### src/gtrs_pkg.sv
// Shared widths and constants for the gate timer range select block.
// No dependencies; used by every module in src.
`timescale 1ns / 1ps
`default_nettype none
package gtrs_pkg;

	// field widths
	localparam int FREQ_W  = 29;
	localparam int GATE_W  = 16;
	localparam int PROD_W  = FREQ_W + GATE_W;
	localparam int COUNT_W = 29;
	localparam int TMR_W   = 16;

	// scaling and selection constants
	localparam logic [GATE_W-1:0]  GATE_RESET   = GATE_W'(1000);
	localparam logic [TMR_W-1:0]   DIV_THOUSAND = TMR_W'(1000);
	localparam logic [PROD_W-1:0]  COUNT_LIMIT  = PROD_W'(288000000);
	localparam logic [COUNT_W-1:0] HYST_HIGH    = COUNT_W'(650000);
	localparam logic [COUNT_W-1:0] HYST_LOW     = COUNT_W'(640000);
	localparam int                 EDGE_SHIFT   = 3;
	localparam int                 PSC_SHIFT    = 16;

	// stored settings after reset
	localparam logic [TMR_W-1:0] PSC_RESET    = TMR_W'(45);
	localparam logic [TMR_W-1:0] RELOAD_RESET = TMR_W'(65535);

endpackage
`default_nettype wire

### src/gtrs_serial_mult.sv
// Bit-serial shift-and-add multiplier, one multiplier bit per cycle, MSB first.
// Depends on gtrs_pkg for default widths.
`timescale 1ns / 1ps
`default_nettype none
module gtrs_serial_mult #(
	parameter int A_W = gtrs_pkg::FREQ_W,
	parameter int B_W = gtrs_pkg::GATE_W
) (
	input  wire logic             clk,
	input  wire logic             arst_n,
	input  wire logic             start,
	input  wire logic [A_W-1:0]   a,
	input  wire logic [B_W-1:0]   b,
	output logic                  done,
	output logic [A_W+B_W-1:0]    product
);

	localparam int P_W   = A_W + B_W;
	localparam int CNT_W = $clog2(B_W + 1);

	logic [A_W-1:0]   a_q;
	logic [B_W-1:0]   b_q;
	logic [P_W-1:0]   acc_q;
	logic [CNT_W-1:0] cnt_q;
	logic             busy_q;
	logic             done_q;

	// control: count multiplier bits, pulse done after the last one
	always_ff @(posedge clk or negedge arst_n) begin
		if (!arst_n) begin
			busy_q <= 1'b0;
			done_q <= 1'b0;
			cnt_q  <= '0;
		end else begin
			done_q <= busy_q && (cnt_q == CNT_W'(1));
			if (start) begin
				busy_q <= 1'b1;
				cnt_q  <= CNT_W'(B_W);
			end else if (busy_q) begin
				cnt_q <= cnt_q - CNT_W'(1);
				if (cnt_q == CNT_W'(1))
					busy_q <= 1'b0;
			end
		end
	end

	// datapath: acc = 2*acc + (top bit of b ? a : 0)
	always_ff @(posedge clk) begin
		if (start) begin
			a_q   <= a;
			b_q   <= b;
			acc_q <= '0;
		end else if (busy_q) begin
			b_q   <= {b_q[B_W-2:0], 1'b0};
			acc_q <= {acc_q[P_W-2:0], 1'b0} + (b_q[B_W-1] ? P_W'(a_q) : '0);
		end
	end

	assign done    = done_q;
	assign product = acc_q;

endmodule
`default_nettype wire

### src/gtrs_serial_div.sv
// Restoring divider, one quotient bit per cycle, shared by both divisions.
// Depends on gtrs_pkg for default widths.
`timescale 1ns / 1ps
`default_nettype none
module gtrs_serial_div #(
	parameter int DVD_W = gtrs_pkg::PROD_W,
	parameter int DVS_W = gtrs_pkg::TMR_W
) (
	input  wire logic             clk,
	input  wire logic             arst_n,
	input  wire logic             start,
	input  wire logic [DVD_W-1:0] dividend,
	input  wire logic [DVS_W-1:0] divisor,
	output logic                  done,
	output logic [DVD_W-1:0]      quotient
);

	localparam int CNT_W = $clog2(DVD_W + 1);

	logic [DVS_W-1:0] dvs_q;
	logic [DVS_W-1:0] rem_q;
	logic [DVD_W-1:0] quo_q;
	logic [CNT_W-1:0] cnt_q;
	logic             busy_q;
	logic             done_q;
	logic [DVS_W:0]   trial;
	logic [DVS_W:0]   diff;
	logic             fits;

	// one trial subtraction per cycle
	always_comb begin
		trial = {rem_q, quo_q[DVD_W-1]};
		diff  = trial - {1'b0, dvs_q};
		fits  = trial >= {1'b0, dvs_q};
	end

	// control
	always_ff @(posedge clk or negedge arst_n) begin
		if (!arst_n) begin
			busy_q <= 1'b0;
			done_q <= 1'b0;
			cnt_q  <= '0;
		end else begin
			done_q <= busy_q && (cnt_q == CNT_W'(1));
			if (start) begin
				busy_q <= 1'b1;
				cnt_q  <= CNT_W'(DVD_W);
			end else if (busy_q) begin
				cnt_q <= cnt_q - CNT_W'(1);
				if (cnt_q == CNT_W'(1))
					busy_q <= 1'b0;
			end
		end
	end

	// datapath: dividend shifts out of the top while quotient bits shift in
	always_ff @(posedge clk) begin
		if (start) begin
			dvs_q <= divisor;
			rem_q <= '0;
			quo_q <= dividend;
		end else if (busy_q) begin
			rem_q <= fits ? diff[DVS_W-1:0] : trial[DVS_W-1:0];
			quo_q <= {quo_q[DVD_W-2:0], fits};
		end
	end

	assign done     = done_q;
	assign quotient = quo_q;

endmodule
`default_nettype wire

### src/gate_timer_range_select.sv
// Gate timer range select: top level with the sequencer and stored settings.
// Depends on gtrs_pkg, gtrs_serial_mult and gtrs_serial_div.
//
// Each transfer on the input channel carries a frequency in hertz. The block
// forms count = frequency * gate_time_ms / 1000, rejects counts of 288000000
// and above, picks the edge prescaler (a shift by EDGE_SHIFT) with hysteresis, and
// derives the timer prescale and reload, returning one result per input. An
// accepted item goes through the bit-serial multiplier and then makes two
// passes through the one restoring divider (by 1000, then by prescale + 1);
// a rejected item skips the second division. in_stall is high while an item
// is being worked on; a finished result waits in the output register, so the
// next item may be taken while it is held. gate_time_ms is written through
// the cfg channel, which is always ready.
`timescale 1ns / 1ps
`default_nettype none
module gate_timer_range_select (
	input  wire logic                          clk,
	input  wire logic                          arst_n,
	// configuration
	input  wire logic                          cfg_valid,
	output logic                               cfg_ready,
	input  wire logic [gtrs_pkg::GATE_W-1:0]   gate_time_ms,
	// input channel
	input  wire logic                          in_valid,
	output logic                               in_stall,
	input  wire logic [gtrs_pkg::FREQ_W-1:0]   frequency_hz,
	// output channel
	output logic                               out_valid,
	input  wire logic                          out_stall,
	output logic                               accepted,
	output logic                               divide_by_eight,
	output logic [gtrs_pkg::TMR_W-1:0]         timer_prescale,
	output logic [gtrs_pkg::TMR_W-1:0]         timer_reload,
	output logic                               changed
);

	localparam int PROD_W  = gtrs_pkg::PROD_W;
	localparam int COUNT_W = gtrs_pkg::COUNT_W;
	localparam int TMR_W   = gtrs_pkg::TMR_W;
	localparam int PSC_W   = COUNT_W - gtrs_pkg::PSC_SHIFT;

	typedef enum logic [4:0] {
		ST_IDLE = 5'b00001,
		ST_MUL  = 5'b00010,
		ST_DIV1 = 5'b00100,
		ST_DIV2 = 5'b01000,
		ST_OUT  = 5'b10000
	} state_t;

	state_t state_q;

	logic [gtrs_pkg::GATE_W-1:0] gate_q;
	logic                        div8_q;
	logic [TMR_W-1:0]            psc_q;
	logic [TMR_W-1:0]            reload_q;
	logic [TMR_W-1:0]            new_psc_q;
	logic                        res_acc_q;
	logic                        res_chg_q;

	logic                        out_valid_q;
	logic                        out_acc_q;
	logic                        out_div8_q;
	logic [TMR_W-1:0]            out_psc_q;
	logic [TMR_W-1:0]            out_reload_q;
	logic                        out_chg_q;

	logic                        in_take;
	logic                        mul_done;
	logic [PROD_W-1:0]           product;
	logic                        div_start;
	logic [PROD_W-1:0]           div_dividend;
	logic [TMR_W-1:0]            div_divisor;
	logic                        div_done;
	logic [PROD_W-1:0]           div_quo;

	logic                        reject;
	logic [COUNT_W-1:0]          count;
	logic                        div8_next;
	logic [COUNT_W-1:0]          count_edge;
	logic [PSC_W-1:0]            psc_raw;
	logic [TMR_W-1:0]            psc_new;
	logic [COUNT_W-1:0]          rl_quo;
	logic [COUNT_W-1:0]          rl_adj;
	logic [TMR_W-1:0]            rl_new;
	logic                        load_out;

	assign in_stall  = (state_q != ST_IDLE);
	assign in_take   = in_valid && (state_q == ST_IDLE);
	assign cfg_ready = 1'b1;

	// gate register
	always_ff @(posedge clk or negedge arst_n) begin
		if (!arst_n)
			gate_q <= gtrs_pkg::GATE_RESET;
		else if (cfg_valid)
			gate_q <= gate_time_ms;
	end

	gtrs_serial_mult u_mult (
		.clk     (clk),
		.arst_n  (arst_n),
		.start   (in_take),
		.a       (frequency_hz),
		.b       (gate_q),
		.done    (mul_done),
		.product (product)
	);

	// count checks, hysteresis and prescale from the first quotient
	always_comb begin
		reject     = div_quo >= gtrs_pkg::COUNT_LIMIT;
		count      = div_quo[COUNT_W-1:0];
		if (count > gtrs_pkg::HYST_HIGH)
			div8_next = 1'b1;
		else if (count < gtrs_pkg::HYST_LOW)
			div8_next = 1'b0;
		else
			div8_next = div8_q;
		count_edge = div8_next ? (count >> gtrs_pkg::EDGE_SHIFT) : count;
		psc_raw    = count_edge[COUNT_W-1:gtrs_pkg::PSC_SHIFT];
		psc_new    = (psc_raw == '0) ? TMR_W'(1) : TMR_W'(psc_raw);
	end

	// reload from the second quotient: minus one above 1, at least 1
	always_comb begin
		rl_quo = div_quo[COUNT_W-1:0];
		if (rl_quo > COUNT_W'(1))
			rl_adj = rl_quo - COUNT_W'(1);
		else
			rl_adj = COUNT_W'(1);
		rl_new = rl_adj[TMR_W-1:0];
	end

	// divider operand select: by 1000 after the product, then by prescale + 1
	always_comb begin
		div_start = 1'b0;
		if (state_q == ST_MUL && mul_done)
			div_start = 1'b1;
		else if (state_q == ST_DIV1 && div_done && !reject)
			div_start = 1'b1;
		if (state_q == ST_MUL) begin
			div_dividend = product;
			div_divisor  = gtrs_pkg::DIV_THOUSAND;
		end else begin
			div_dividend = PROD_W'(count_edge);
			div_divisor  = psc_new + TMR_W'(1);
		end
	end

	gtrs_serial_div u_div (
		.clk      (clk),
		.arst_n   (arst_n),
		.start    (div_start),
		.dividend (div_dividend),
		.divisor  (div_divisor),
		.done     (div_done),
		.quotient (div_quo)
	);

	assign load_out = (state_q == ST_OUT) && (!out_valid_q || !out_stall);

	// sequencer and stored settings
	always_ff @(posedge clk or negedge arst_n) begin
		if (!arst_n) begin
			state_q   <= ST_IDLE;
			div8_q    <= 1'b1;
			psc_q     <= gtrs_pkg::PSC_RESET;
			reload_q  <= gtrs_pkg::RELOAD_RESET;
			res_acc_q <= 1'b0;
			res_chg_q <= 1'b0;
		end else begin
			case (state_q)
				ST_IDLE: begin
					if (in_take)
						state_q <= ST_MUL;
				end
				ST_MUL: begin
					if (mul_done)
						state_q <= ST_DIV1;
				end
				ST_DIV1: begin
					if (div_done) begin
						if (reject) begin
							res_acc_q <= 1'b0;
							res_chg_q <= 1'b0;
							state_q   <= ST_OUT;
						end else begin
							div8_q  <= div8_next;
							state_q <= ST_DIV2;
						end
					end
				end
				ST_DIV2: begin
					if (div_done) begin
						res_acc_q <= 1'b1;
						res_chg_q <= (new_psc_q != psc_q) || (rl_new != reload_q);
						psc_q     <= new_psc_q;
						reload_q  <= rl_new;
						state_q   <= ST_OUT;
					end
				end
				ST_OUT: begin
					if (load_out)
						state_q <= ST_IDLE;
				end
				default: state_q <= ST_IDLE;
			endcase
		end
	end

	// new prescale held while the reload division runs
	always_ff @(posedge clk) begin
		if (state_q == ST_DIV1 && div_done)
			new_psc_q <= psc_new;
	end

	// output register
	always_ff @(posedge clk or negedge arst_n) begin
		if (!arst_n)
			out_valid_q <= 1'b0;
		else if (load_out)
			out_valid_q <= 1'b1;
		else if (!out_stall)
			out_valid_q <= 1'b0;
	end

	always_ff @(posedge clk) begin
		if (load_out) begin
			out_acc_q    <= res_acc_q;
			out_div8_q   <= div8_q;
			out_psc_q    <= psc_q;
			out_reload_q <= reload_q;
			out_chg_q    <= res_chg_q;
		end
	end

	assign out_valid       = out_valid_q;
	assign accepted        = out_acc_q;
	assign divide_by_eight = out_div8_q;
	assign timer_prescale  = out_psc_q;
	assign timer_reload    = out_reload_q;
	assign changed         = out_chg_q;

endmodule
`default_nettype wire
### config.mk
export PLATFORM = sky130hd
export DESIGN_NAME = gate_timer_range_select
export DESIGN_NICKNAME = d
export VERILOG_FILES = /design/src/gtrs_pkg.sv /design/src/gtrs_serial_mult.sv /design/src/gtrs_serial_div.sv /design/src/gate_timer_range_select.sv
export SDC_FILE = /design/constraint.sdc
export NUM_CORES = 1
export LEC_CHECK = 0
export BUFFER_PORTS_ARGS = -buffer_cell sky130_fd_sc_hd__buf_4
export CORE_MARGIN = 8
export CORE_UTILIZATION = 40
export CTS_CLUSTER_DIAMETER = 150
export DETAILED_ROUTE_END_ITERATION = 8
export PLACE_DENSITY_LB_ADDON = 0.25
export SYNTH_ARGS = -nofsm -noshare
export SYNTH_HDL_FRONTEND = slang
export SYNTH_SLANG_ARGS = --single-unit
### constraint.sdc
create_clock -name clk -period 5 [get_ports clk]
set_clock_uncertainty 0.15 [all_clocks]
set_input_delay 0.5 -clock clk [delete_from_list [all_inputs] [get_ports clk]]
set_output_delay 0.5 -clock clk [all_outputs]
set_load 0.05 [all_outputs]
* Yosys cells after proc, flatten, opt, wreduce, memory -nomap -nowiden
Index checks and enable logic that the tools add are counted.
** Cells by class
- $lt $le $gt $ge :: 5
- Reduce and logical (&&, ||, !) cells :: 21
- Muxes and demuxes :: 39
- Bitwise gates (word level) :: 1
- Add/sub/neg operators :: 6
- Eq/ne operators :: 18
** Operators with widths (count)
- 45-bit two-way mux :: 3
- 16-bit two-way mux :: 4
- 29-bit two-way mux :: 2
- 45-bit adder :: 1
- 45-bit by 29-bit greater-or-equal comparator with 1-bit output (second input constant) :: 1
- 5-bit two-way mux :: 8
- 16-bit != test :: 2
- 29-bit by 1-bit greater-than comparator with 1-bit output (second input constant) :: 1
- 29-bit by 20-bit greater-than comparator with 1-bit output (second input constant) :: 1
- 29-bit by 20-bit < comparator with 1-bit output (second input constant) :: 1
- 5-bit case mux with 5 select lines :: 1
- 17-bit by 16-bit greater-or-equal comparator with 1-bit output :: 1
- 1-bit two-way mux :: 16
- 16-bit by 1-bit subtractor with 16-bit output (second input constant) :: 1
- 16-bit subtractor :: 1
- 13-bit by 1-bit adder with 14-bit output (second input constant) :: 1
- 13-bit logical NOT :: 1
- 13-bit two-way mux :: 1
- 6-bit two-way mux :: 2
- 5-bit by 1-bit equality test with 1-bit output (second input constant) :: 2
- 2-bit by 1-bit != test with 1-bit output (second input constant) :: 4
- 1-bit logical AND :: 7
- 6-bit by 1-bit equality test with 1-bit output (second input constant) :: 1
- 2-bit != test (second input constant) :: 3
- other kinds (17) :: 24
** Storage, ports and cells
- Bits of input ports :: 50
- Register bits :: 290

* Longest topological paths before layout
- Word-level depth :: 7
- Mapped depth :: 14

* Cells and area by module
A second synthesis with hierarchy kept.
** Unflattened totals
- Cell total of the unflattened synthesis :: 1453
- Area, all modules :: 15386.0 µm²
** Modules (own cells, without submodules)
- gate_timer_range_select :: area an instance 5685.5 µm², seq. area each 2737.6 µm², times used 1, cells an instance 559
- gtrs_serial_mult :: area an instance 5411.4 µm², seq. area each 2427.3 µm², times used 1, cells an instance 547
- gtrs_serial_div :: area an instance 4289.1 µm², seq. area each 2352.3 µm², times used 1, cells an instance 347

* Worst setup path after synthesis
Ideal clock, no wire load.
- Path type :: register -> register
- From :: register u_div.quo_q[0] (netlist: u_div.quotient[0])
- To :: register u_div.quo_q[16] (netlist: u_div.quotient[16]) (enable)
- Stages on the path, launching flop included :: 11
- Setup time :: 0.458 ns
- Required time :: 4.392 ns
- Arrival time :: 3.227 ns
- Slack :: 1.165 ns
- Path through :: edfxtp_1 -> inv_1 -> ha_1 -> or3b_2 -> nor2_1 -> nand2_1 -> o41ai_1 -> nor4_1 -> a21oi_1 -> clkbuf_1 -> nand2_1
** Between the ends
- Longest elaborated chain between the ends :: 6
** RTL lines
- start: declaration :: line gtrs_serial_div.sv:22 : logic [DVD_W-1:0] quo_q;
- start signal: assignment :: line gtrs_serial_div.sv:61 : quo_q <= dividend;
- start signal: assignment :: line gtrs_serial_div.sv:64 : quo_q <= {quo_q[DVD_W-2:0], fits};
- 45-bit by 29-bit greater-or-equal comparator with 1-bit output :: line gate_timer_range_select.sv:111 : reject = div_quo >= gtrs_pkg::COUNT_LIMIT;
- 1-bit logical NOT :: line gate_timer_range_select.sv:139 : else if (state_q == ST_DIV1 && div_done && !reject)
- 1-bit logical AND :: line gate_timer_range_select.sv:139
- 1-bit two-way mux :: line gate_timer_range_select.sv:139
- 1-bit two-way mux :: line gate_timer_range_select.sv:137 : if (state_q == ST_MUL && mul_done)
- 2-bit nonzero test (no source line)
Every way passes these cells.
A chain may end at the register's enable or synchronous reset.

* Worst setup path after layout
- From :: register u_mult.b_q[15]
- To :: register u_mult.acc_q[43] (netlist: u_mult.product[43])
** Between the ends
- Longest elaborated chain between the ends :: 2
** RTL lines
- start: declaration :: line gtrs_serial_mult.sv:22 : logic [B_W-1:0] b_q;
- start signal: assignment :: line gtrs_serial_mult.sv:54 : b_q <= {b_q[B_W-2:0], 1'b0};
- 29-bit two-way mux :: line gtrs_serial_mult.sv:55 : acc_q <= {acc_q[P_W-2:0], 1'b0} + (b_q[B_W-1] ? P_W'(a_q) : '0);
- 45-bit adder :: line gtrs_serial_mult.sv:55
- end signal: assignment :: line gtrs_serial_mult.sv:55
- end: declaration :: line gtrs_serial_mult.sv:23 : logic [P_W-1:0] acc_q;
Every way passes these cells.

==> flow_summary.toml <==
[outcome]
status = "finished clean"

[detailed_routing]
firstDrtPassIters = 5
num_vias = 10500
wirelength_mm = 32.1
viasPerCell = 5.26
drc = 0
wl_per_cell_um = 16.0
first_iter_violations = 718
postRouteAntennaNets = 0

[synthesis]
synth-edff-count = 149
async_reset_ff_share_pct = 24.7
seq_area_frac_synth_pct = 51.9
synth_cell_types = 85
ys_ff_latch = 279
synth_area_leaders = "edfxtp_1 (31%), dfxtp_1 (8.5%), dfrtp_1 (7.1%)"
syn_inst = 1421
syn_area_um2 = 14400
synth_area_leader_cell = "edfxtp_1"
synth_top_cells_by_count = "nand2_1 (207), edfxtp_1 (149), nor2_1 (116)"
ys.warnings.count = 0
synth.avg_cell_area_um2 = 10.1
synth.most_common_cell = "nand2_1"
ys.flop_type = "edfxtp_1"
yosysTopAreaCellShare_pct = 31.1

[flow_run]
drv_cap = 0

[cts]
cts_setup_buffers = 0
clkSinkCount = 279
clk_pin_slew_ns = 0.06
cts_hold_buf = 41
cts_tree = "built"
cts_buffer_depth = 3
clk_latency_ns = 0.55
clockRootBuffer = "clkbuf_16"
h-tree-depth = 1
cts_buffers = 30
cts_resized = 0

[sta]
slew_violations = 0
holdWs_ns = 0.0366
hold_viol = 0
rsz0062_at_grt = "false"
relSlewSlack_pct = 26.8
fin_crit_ns = 4.17
setup_tns_ns = 0
finalSetupViolations = 0
worst_slew_pin_slew_ns = 1.10
finalCritPeriodShare_pct = 83.3
setup_ws_ns = 0.835
max_freq_ghz = 0.240

[pwr]
total_power_uw = 8910
vdd_drop_max_uv = 356
p_leak_uw = 0.00686
p_per_area_nw_per_um2 = 530

[placed_design]
place_congestion = 0.852
dp_slack_ns = 0.817
dp_hpwl_mm = 22.2
port_buffers = 83

[floorplan]
pin_count = 88
initial_core_util_pct = 40.5
die-area_um2 = 42300
core_um2 = 35500
rows = 69
die_h_um = 206
dieWidth_um = 206

[global_routing]
grt_pass1_vias = 10200
grt_start_max_net_pins = 72
antenna_found_initial = 0
track_usage_pct = 15.0
overflow = 0
grt_pass1_wl_mm = 53.2

[setup_path]
cp.required_ns = 5.25
cp.arrival_ns = 4.41
critPathMaxFanout = 29
critPathLaunchType = "register"
worstSetupPathType = "register to register"
cp-end-kind = "register"

[finish]
num_antenna_cells = 0
regArea_um2 = 7460
drive_gt1_share_pct = 14.4
fillers = 3262
nNetsFinal = 1616
multi_input_area_um2 = 6490
syn2layout_area_growth_pct = 16.8

[hold_path]
min_path_type = "input pin to register"
[worst max-delay path, stage by stage, from the launching register on]
cell	delay, ns
edfxtp_1	0.79
and2_1	0.22
ha_1	0.18
inv_1	0.06
fa_1	0.40
nor2b_1	0.22
o211a_1	0.20
o2111ai_1	0.20
a31oi_1	0.44
a31o_1	0.24
a41oi_1	0.35
and3b_1	0.34
xnor2_1	0.12
a21oi_1	0.08
[worst paths after layout]
path / startpoint / to / slack (ns) / cells past startpoint
min: gate_time_ms[6] / gate_q[6]$_DFFE_PN1P_ / 0.04 / 2
max reg2reg: u_mult.b_q[15]$_DFFE_PP_ / u_mult.product[43]$_SDFFE_PP0P_ / 0.83 / 13
max: u_mult.b_q[15]$_DFFE_PP_ / u_mult.product[43]$_SDFFE_PP0P_ / 0.83 / 13
min reg2reg: res_chg_q$_DFFE_PN0P_ / changed$_DFFE_PP_ / 0.31 / 0
max in group asynchronous: arst_n / u_mult.busy_q$_DFF_PN0_ / 3.52 / 2
min in group asynchronous: arst_n / gate_q[15]$_DFFE_PN0P_ / 0.51 / 2
[metal layers]
| layer | routed length (µm) | vias up | GRT usage, % |
|---|---|---|---|
| met1 | 16000 | 4951 | 21.7 |
| met5 | 0 | - | 0 |
| met3 | 1480 | 56 | 2.42 |
| met4 | 760 | 0 | 3.93 |
| li1 | - | 5273 | - |
| met2 | 13800 | 237 | 23.0 |
[metrics by stage]
step           instances  util, %  cell area, µm²
2_1_floorplan       1429        -           14400
3_3_place_gp        1904     43.4           15400
3_5_place_dp        1904     43.4           15400
4_1_cts             2001     47.3           16800
5_1_grt             2001     47.3           16800
6_report            2001     47.3           16800
[sequential cells by signal, summed over array words and instances (netlist names), 14 cells and up]
register / count
u_mult.product: 45
u_div.rem_q: 16
u_div.quotient: 45
u_mult.a_q: 29
reload_q: 16
gate_q: 16
timer_reload: 16
u_div.dvs_q: 14
u_mult.b_q: 16
[cells in the final DEF (no fill, tap or decap), types with 4 or more instances in the layout]
| cell type | n |
|---|---|
| nand2b_1 | 10 |
| nand2_1 | 207 |
| a221oi_1 | 6 |
| nor4_1 | 13 |
| a31oi_1 | 29 |
| ha_1 | 48 |
| o31ai_1 | 18 |
| o211ai_1 | 7 |
| dfrtp_1 | 40 |
| and4_1 | 4 |
| inv_1 | 37 |
| nand3_1 | 53 |
| edfxtp_1 | 149 |
| a21oi_1 | 60 |
| or3_1 | 9 |
| nor2_1 | 116 |
| buf_4 | 96 |
| nand4_1 | 8 |
| o22ai_1 | 5 |
| nor3_1 | 21 |
| and3_1 | 12 |
| a211oi_1 | 14 |
| nand3b_1 | 6 |
| and2_1 | 33 |
| xnor2_1 | 52 |
| clkbuf_16 | 32 |
| mux2i_1 | 30 |
| nor2b_1 | 11 |
| clkbuf_8 | 5 |
| clkbuf_1 | 9 |
| conb_1 | 10 |
| dfxtp_1 | 61 |
| xor2_1 | 38 |
| a21o_1 | 18 |
| dfstp_2 | 28 |
| dlygate4sd3_1 | 41 |
| o21ai_0 | 44 |
| o21a_1 | 11 |
| o21ai_1 | 35 |
| mux2_2 | 30 |
[power by group]
| part | internal [µW] | switching, µW | leakage [µW] |
|---|---|---|---|
| sequential | 3070 | 601 | 0.00264 |
| combinational | 1320 | 1710 | 0.00374 |
| clock | 1290 | 905 | 0.000477 |
[cells by family after synthesis]
kind of cell,count (synthesis),synth area share [%]
AOI/OAI and AO/OA,295,13.4
adders and majority gates,50,4.45
and+or+nand+nor,523,16.9
xor gates and xnor gates,90,5.48
DFF,279,51.9
buffers and inverters,122,3.38
muxes,60,4.44
other,2,0.0522
[final cells by class]
class	count	share of cell area (%)
sequential	279	44.4
clock inverter	10	0.529
tap	461	3.43
clock buffer	46	5.38
timing repair buffer	137	6.73
inverter	40	0.894
multi-input combinational	1028	38.6
Note: power is estimated with default switching activity, not from simulation.
